$ cat src/hw/rtl/glld_pkg.sv
package glld_pkg;

  // Operand and datapath widths
  localparam int unsigned InW     = 34;  // CORDIC operand width (signed)
  localparam int unsigned RadW    = 68;  // radicand width of the square roots
  localparam int unsigned RootW   = 34;  // root width
  localparam int unsigned SqW     = 66;  // width of one square / one dot term
  localparam int unsigned CrdW    = 64;  // CORDIC x/y width
  localparam int unsigned AngW    = 32;  // angle accumulator, degrees * 2^20
  localparam int unsigned ShW     = 6;   // normalizing shift count
  localparam int unsigned NormMsb = 59;  // normalized magnitude lies in [2^59, 2^60)
  localparam int unsigned DiffW   = 29;  // magnitude of the longitude difference
  localparam int unsigned LatW    = 24;
  localparam int unsigned LonW    = 25;
  localparam int unsigned DistW   = 32;

  // CORDIC lanes
  localparam int unsigned Lanes   = 3;
  localparam int unsigned LaneLat = 0;
  localparam int unsigned LaneLos = 1;
  localparam int unsigned LaneRef = 2;

  // Angles in degrees * 2^20, limits in degrees * 2^16
  localparam logic signed [AngW-1:0] Deg90  = 32'sd94371840;
  localparam logic signed [AngW-1:0] Deg180 = 32'sd188743680;
  localparam logic signed [AngW-1:0] Deg360 = 32'sd377487360;
  localparam logic signed [AngW-1:0] LatMax = 32'sd5898240;
  localparam logic signed [AngW-1:0] LonMax = 32'sd23592960;
  localparam logic signed [AngW-1:0] RndHalf = 32'sd8;

  // round(atan(2^-i) * 180/pi * 2^20)
  function automatic logic signed [AngW-1:0] atan_deg20(input logic [4:0] idx);
    logic signed [AngW-1:0] r;
    case (idx)
      5'd0:  r = 32'sd47185920;
      5'd1:  r = 32'sd27855475;
      5'd2:  r = 32'sd14718068;
      5'd3:  r = 32'sd7471121;
      5'd4:  r = 32'sd3750058;
      5'd5:  r = 32'sd1876857;
      5'd6:  r = 32'sd938658;
      5'd7:  r = 32'sd469357;
      5'd8:  r = 32'sd234682;
      5'd9:  r = 32'sd117342;
      5'd10: r = 32'sd58671;
      5'd11: r = 32'sd29335;
      5'd12: r = 32'sd14668;
      5'd13: r = 32'sd7334;
      5'd14: r = 32'sd3667;
      5'd15: r = 32'sd1833;
      5'd16: r = 32'sd917;
      5'd17: r = 32'sd458;
      5'd18: r = 32'sd229;
      5'd19: r = 32'sd115;
      5'd20: r = 32'sd57;
      5'd21: r = 32'sd29;
      5'd22: r = 32'sd14;
      5'd23: r = 32'sd7;
      5'd24: r = 32'sd4;
      5'd25: r = 32'sd2;
      5'd26: r = 32'sd1;
      default: r = '0;
    endcase
    return r;
  endfunction

  typedef struct packed {
    logic signed [InW-1:0] dx;
    logic signed [InW-1:0] dy;
    logic signed [InW-1:0] dz;
    logic signed [InW-1:0] cx;
    logic signed [InW-1:0] cy;
    logic                  flip;
    logic                  degen;
  } glld_side_t;

  typedef struct packed {
    logic [RadW-1:0] rho_sq;
    logic [RadW-1:0] dist_sq;
    glld_side_t      side;
  } glld_front_t;

  typedef struct packed {
    logic [DistW-1:0] distance;
    logic             flip;
    logic             degen;
  } glld_tail_t;

endpackage

$ cat src/hw/rtl/glld_if.sv


interface glld_out_if;
  logic               valid;
  logic               ready;
  logic        [31:0] distance;
  logic signed [23:0] latitude_deg;
  logic        [24:0] longitude_deg;
  logic               degenerate;

  modport source (
    output valid, distance, latitude_deg, longitude_deg, degenerate,
    input  ready
  );
  modport sink (
    input  valid, distance, latitude_deg, longitude_deg, degenerate,
    output ready
  );
endinterface

$ cat src/hw/rtl/glld_back.sv
module glld_back (
  input  logic                              clk_i,
  input  logic                              rst_ni,
  input  logic                              valid_i,
  output logic                              ready_o,
  input  logic signed [glld_pkg::AngW-1:0]  ang_i [glld_pkg::Lanes],
  input  glld_pkg::glld_tail_t              tail_i,
  glld_out_if.source                        out_o
);

  localparam int unsigned AngW  = glld_pkg::AngW;
  localparam int unsigned DiffW = glld_pkg::DiffW;
  localparam int unsigned LatW  = glld_pkg::LatW;
  localparam int unsigned LonW  = glld_pkg::LonW;

  logic v1_q, v2_q, v3_q;
  logic en1, en2, en3;

  logic signed [LatW-1:0] lat1_q, lat2_q, lat_q;
  logic signed [AngW:0]   diff1_q;
  logic [DiffW-1:0]       diff2_q;
  glld_pkg::glld_tail_t   tail1_q, tail2_q;
  logic [31:0]            dist_q;
  logic [LonW-1:0]        lon_q;
  logic                   degen_q;

  logic signed [AngW-1:0] lr, lc, t, lo;
  logic signed [AngW:0]   w;

  assign en3 = !v3_q || out_o.ready;
  assign en2 = !v2_q || en3;
  assign en1 = !v1_q || en2;
  assign ready_o = en1;

  always_ff @(posedge clk_i or negedge rst_ni) begin
    if (!rst_ni) begin
      v1_q <= 1'b0;
      v2_q <= 1'b0;
      v3_q <= 1'b0;
    end else begin
      if (en1) v1_q <= valid_i;
      if (en2) v2_q <= v1_q;
      if (en3) v3_q <= v2_q;
    end
  end

  always_comb begin
    // latitude: round to 2^-16 degrees, clamp to +-90
    lr = (ang_i[glld_pkg::LaneLat] + glld_pkg::RndHalf) >>> 4;
    if (lr > glld_pkg::LatMax) begin
      lc = glld_pkg::LatMax;
    end else if (lr < -glld_pkg::LatMax) begin
      lc = -glld_pkg::LatMax;
    end else begin
      lc = lr;
    end
    // wrap the difference into [-180, 180]
    if (diff1_q > (AngW+1)'(glld_pkg::Deg180)) begin
      w = diff1_q - (AngW+1)'(glld_pkg::Deg360);
    end else if (diff1_q < -(AngW+1)'(glld_pkg::Deg180)) begin
      w = diff1_q + (AngW+1)'(glld_pkg::Deg360);
    end else begin
      w = diff1_q;
    end
    // mirror when moving away, then round and clamp; zero when degenerate
    t  = tail2_q.flip ? glld_pkg::Deg360 - AngW'(diff2_q) : AngW'(diff2_q);
    lo = (t + glld_pkg::RndHalf) >>> 4;
    if (lo > glld_pkg::LonMax) lo = glld_pkg::LonMax;
    if (lo < 0) lo = '0;
    if (tail2_q.degen) lo = '0;
  end

  always_ff @(posedge clk_i) begin
    if (en1 && valid_i) begin
      lat1_q  <= LatW'(lc);
      diff1_q <= (AngW+1)'(ang_i[glld_pkg::LaneLos]) - (AngW+1)'(ang_i[glld_pkg::LaneRef]);
      tail1_q <= tail_i;
    end
    if (en2 && v1_q) begin
      lat2_q  <= lat1_q;
      diff2_q <= w[AngW] ? DiffW'(-w) : DiffW'(w);
      tail2_q <= tail1_q;
    end
    if (en3 && v2_q) begin
      lat_q   <= lat2_q;
      lon_q   <= LonW'(lo);
      dist_q  <= tail2_q.distance;
      degen_q <= tail2_q.degen;
    end
  end

  assign out_o.valid         = v3_q;
  assign out_o.distance      = dist_q;
  assign out_o.latitude_deg  = lat_q;
  assign out_o.longitude_deg = lon_q;
  assign out_o.degenerate    = degen_q;

endmodule

$ cat src/flat_wrapper.sv
// flat-port wrapper written by rule: the top's interface ports become plain ports
module glld_back_flat 
  (clk_i, rst_ni, valid_i, ready_o, ang_i, tail_i, out_o_valid, out_o_distance, out_o_latitude_deg, out_o_longitude_deg, out_o_degenerate, out_o_ready);
  glld_out_if out_o_i ();
  input  logic clk_i;
  input  logic rst_ni;
  input  logic valid_i;
  output logic ready_o;
  input  logic signed [glld_pkg::AngW-1:0] ang_i[glld_pkg::Lanes];
  input  glld_pkg::glld_tail_t tail_i;
  output wire logic [$bits(out_o_i.valid)-1:0] out_o_valid;
  output wire logic [$bits(out_o_i.distance)-1:0] out_o_distance;
  output wire logic [$bits(out_o_i.latitude_deg)-1:0] out_o_latitude_deg;
  output wire logic [$bits(out_o_i.longitude_deg)-1:0] out_o_longitude_deg;
  output wire logic [$bits(out_o_i.degenerate)-1:0] out_o_degenerate;
  input wire logic [$bits(out_o_i.ready)-1:0] out_o_ready;
  assign out_o_valid = out_o_i.valid;
  assign out_o_distance = out_o_i.distance;
  assign out_o_latitude_deg = out_o_i.latitude_deg;
  assign out_o_longitude_deg = out_o_i.longitude_deg;
  assign out_o_degenerate = out_o_i.degenerate;
  assign out_o_i.ready = out_o_ready;
  glld_back u_core (.clk_i(clk_i), .rst_ni(rst_ni), .valid_i(valid_i), .ready_o(ready_o), .ang_i(ang_i), .tail_i(tail_i), .out_o(out_o_i));
endmodule
$ cat config.mk
export PLATFORM = sky130hd
export DESIGN_NAME = glld_back_flat
export DESIGN_NICKNAME = d
export VERILOG_FILES = /design/src/hw/rtl/glld_pkg.sv /design/src/hw/rtl/glld_if.sv /design/src/hw/rtl/glld_back.sv /design/src/flat_wrapper.sv
export SDC_FILE = /design/constraint.sdc
export NUM_CORES = 1
export LEC_CHECK = 0
export BUFFER_PORTS_ARGS = -buffer_cell sky130_fd_sc_hd__buf_4
export CORE_MARGIN = 4
export CORE_UTILIZATION = 45
export DETAILED_ROUTE_END_ITERATION = 16
export GPL_TIMING_DRIVEN = 0
export PLACE_DENSITY = 0.73
export SYNTH_ARGS = -nofsm -noshare
export SYNTH_HDL_FRONTEND = slang
export SYNTH_SLANG_ARGS = --single-unit
$ cat constraint.sdc
create_clock -name clk_i -period 11.5 [get_ports clk_i]
set_clock_uncertainty 0.2 [all_clocks]
set_input_delay 2.3 -clock clk_i [delete_from_list [all_inputs] [get_ports clk_i]]
set_output_delay 2.3 -clock clk_i [all_outputs]
set_load 0.05 [all_outputs]
==> results.toml <==
[outcome]
status = "finished clean"

[yosys]
yosysTopAreaCell = "edfxtp_1"
ys_seq_area_frac = 0.6014
ys_types = 77
synth_edf_count = 260
synthMuxAreaShare = 0.004582
synth_seq_cells = 263
postSynth.asyncResetShare = 0.01141
synthFlopType = "edfxtp_1"
synthTopCellsByArea = "edfxtp_1, xnor2_1, ha_1"
synth.most_common_cell = "edfxtp_1"
ys.warnings.count = 0
syn-num-nets = 1250
synthXorXnorAreaFrac = 0.07752
synth_top_family_by_area = "simple AND/OR/NAND/NOR gates"
netlist_area_mm2 = 0.01311
yosys.area.top_type_share = 0.5957
synth_compound_area_frac = 0.1175
synthSimpleGateAreaFrac = 0.1310
synth_fa_ha_area_frac = 0.03876
synthCells = 1076
synthTopCellsByCount = "edfxtp_1, xnor2_1, nor2_1, nand2_1, inv_1"
avgSynthCellArea_um2 = 12.18

[grt]
gr-total-overflow = 0
grtUsageTotal = 0.1602
antenna_found_initial = 0
grt_pass1_wl_um = 42170
grt_max_degree = 74
grt_pass1_vias = 8457

[worst_hold_path]
hp-class = "flip-flop to flip-flop"

[setup_path]
crit_path_cell_trace = "buf_4 > ha_1 > nand3_1 > nor4_1 > clkbuf_2 > nand4_1 > xor2_1 > o21ai_0 > a222oi_1 > o21a_1 > nand2b_1 > clkbuf_1 > clkbuf_1 > nor2_1"
path_buf_inv = 4
cp_slowest_cell = "nor4_1"
crit_type = "input pin to flip-flop"
crit_top_cell = "clkbuf_1"
max_stage_delay_ps = 650
path_delay_family = "simple AND/OR/NAND/NOR gates"
worstPathArrival_ps = 5970
worstPathMaxFanout = 10
cp-start-kind = "input pin"
required_ps = 11560
end_kind = "flip-flop"

[die]
die_h_um = 178.7
die_w_um = 178.7
fp.dieArea_mm2 = 0.03192
start_util = 0.4566
rows = 62
placeableCoreArea_mm2 = 0.02870
ios = 218

[timing]
slew_headroom = 0.2482
finalCriticalPeriod_ps = 5914
finalMaxSlewViolations = 0
max_freq_mhz = 169.1
rsz0062_at_grt = "no"
final_hold_viol_count = 0
timing.final.crit_share = 0.5143
tightest_slew_ps = 1118
fin_setup_tns_ps = 0
setup_viol = 0

[clock_tree]
cts_setup_buffers = 0
cts_buffers = 26
cts.path.max_buffers = 3
cts_tree = "yes"
clock_latency_ps = 520
cts-resized-gates = 0
cts_sinks = 263
clk_pin_slew_ps = 60
h-tree-depth = 1
hold_buffers = 0
root_buffer = "clkbuf_16"

[detailed_routing]
drtAntennaViolNets = 0
routedWlPerCell_um = 15.48
drt_pass1_iterations = 5
first_iter_violations = 662
wl_um = 26610
via_count = 8985
drc = 0
routed_via_density = 5.227

[finish]
drive_gt1_frac = 0.2144
nets = 1490
final_cell_count_no_fill = 1719
fin_area_mm2 = 0.01610
syn2layout_area_growth_pct = 22.84
finish.utilization = 0.5609

[place]
gp_congestion = 0.8776
port_buffers = 208
place_hpwl_um = 19980
post_dp_cell_area_mm2 = 0.01524
dp_cells = 1671

[power_and_ir_drop]
p_leak_uw = 0.006091
irDropWorstVdd_mv = 0.1007
powerDensity_mw_per_mm2 = 171.7

[flow_run]
cap_viol_max_count = 0
[layer usage]
metal	global-route usage	up-vias	share of wire
met5	0	-	0
met4	0.03262	0	0.015
met3	0.02847	34	0.062
met2	0.2693	265	0.48
met1	0.2205	4155	0.45
li1	-	4531	-
[worst paths after layout]
kind,cells past startpoint,slack (ps),endpoint,from
max,14,5590,u_core.lat1_q[9],ang_i[67]
min,0,210,u_core.tail2_q[24],u_core.tail1_q[24]
max reg2reg,12,6230,u_core.out_o.longitude_deg[14],u_core.diff2_q[5]
min reg2reg,0,210,u_core.tail2_q[24],u_core.tail1_q[24]
max in group asynchronous,1,9650,u_core.out_o.valid,rst_ni
min in group asynchronous,1,1360,u_core.v1_q,rst_ni
[report_power, final]
part,internal [uW],switching [uW]
Sequential,1210,60.1
Clock,506,335
Combinational,248,407
Total,1960,802
[registers in the layout, summed over array words and instances, names as in the netlist, 25 cells and up]
register and count:
u_core.tail1_q 34, u_core.out_o.distance 32, u_core.tail2_q 34, u_core.diff2_q 29, u_core.out_o.longitude_deg 25, u_core.diff1_q 33
[layout make-up]
class / instances / area [um2]
antenna: 1 / 2.502
buffer: 32 / 135.1
clock buffer: 33 / 676.9
clock inverter: 13 / 177.7
fill: 2436 / 12600
inverter: 66 / 247.7
multi-input combinational: 715 / 4848
sequential: 263 / 7883
tap: 384 / 480.5
timing repair buffer: 212 / 1649
[placed cells by master, fill, tap and decap left out, drive strengths merged, types with 4 or more instances in the layout]
master / n
a21oi: 34
a211o: 4
bufinv: 4
nand2b: 17
nor2b: 8
o211ai: 7
mux2: 5
nand4: 14
a32oi: 4
xnor2: 83
nor3: 41
o21ai: 48
buf: 214
a211oi: 4
a31o: 4
xor2: 33
a31oi: 10
o2111ai: 4
o41ai: 11
edfxtp: 260
or2: 9
nand2: 69
and2: 10
o22ai: 7
clkbuf: 63
or3: 16
o21a: 11
o21bai: 4
nor4: 13
clkinv: 7
a21o: 18
or4: 7
inv: 67
o31ai: 14
and3: 8
nand3: 31
nor2: 73
a21boi: 6
ha: 39
[per-stage QoR]
| step | power, uW | hold slack (ps) | setup slack [ps] |
|---|---|---|---|
| 2_1_floorplan | 1749 | 200.3 | 5617 |
| 3_3_place_gp | 1930 | 200.2 | 4640 |
| 3_5_place_dp | 1945 | 204.5 | 4545 |
| 4_1_cts | 2791 | 211.2 | 5106 |
| 5_1_grt | 2900 | 220.1 | 5182 |
| 6_report | 2764 | 207.3 | 5586 |
[cells by family (layout without fill, tap and decap cells)]
| logic type | after synthesis | after routing |
|---|---|---|
| simple gates | 333 | 333 |
| other cells | 0 | 1 |
| mux | 5 | 5 |
| compound gates | 221 | 221 |
| buf+inv | 98 | 356 |
| xor+xnor | 116 | 116 |
| fa+ha+maj | 40 | 40 |
| flops | 263 | 263 |
Note: power is estimated with default switching activity, not from simulation.
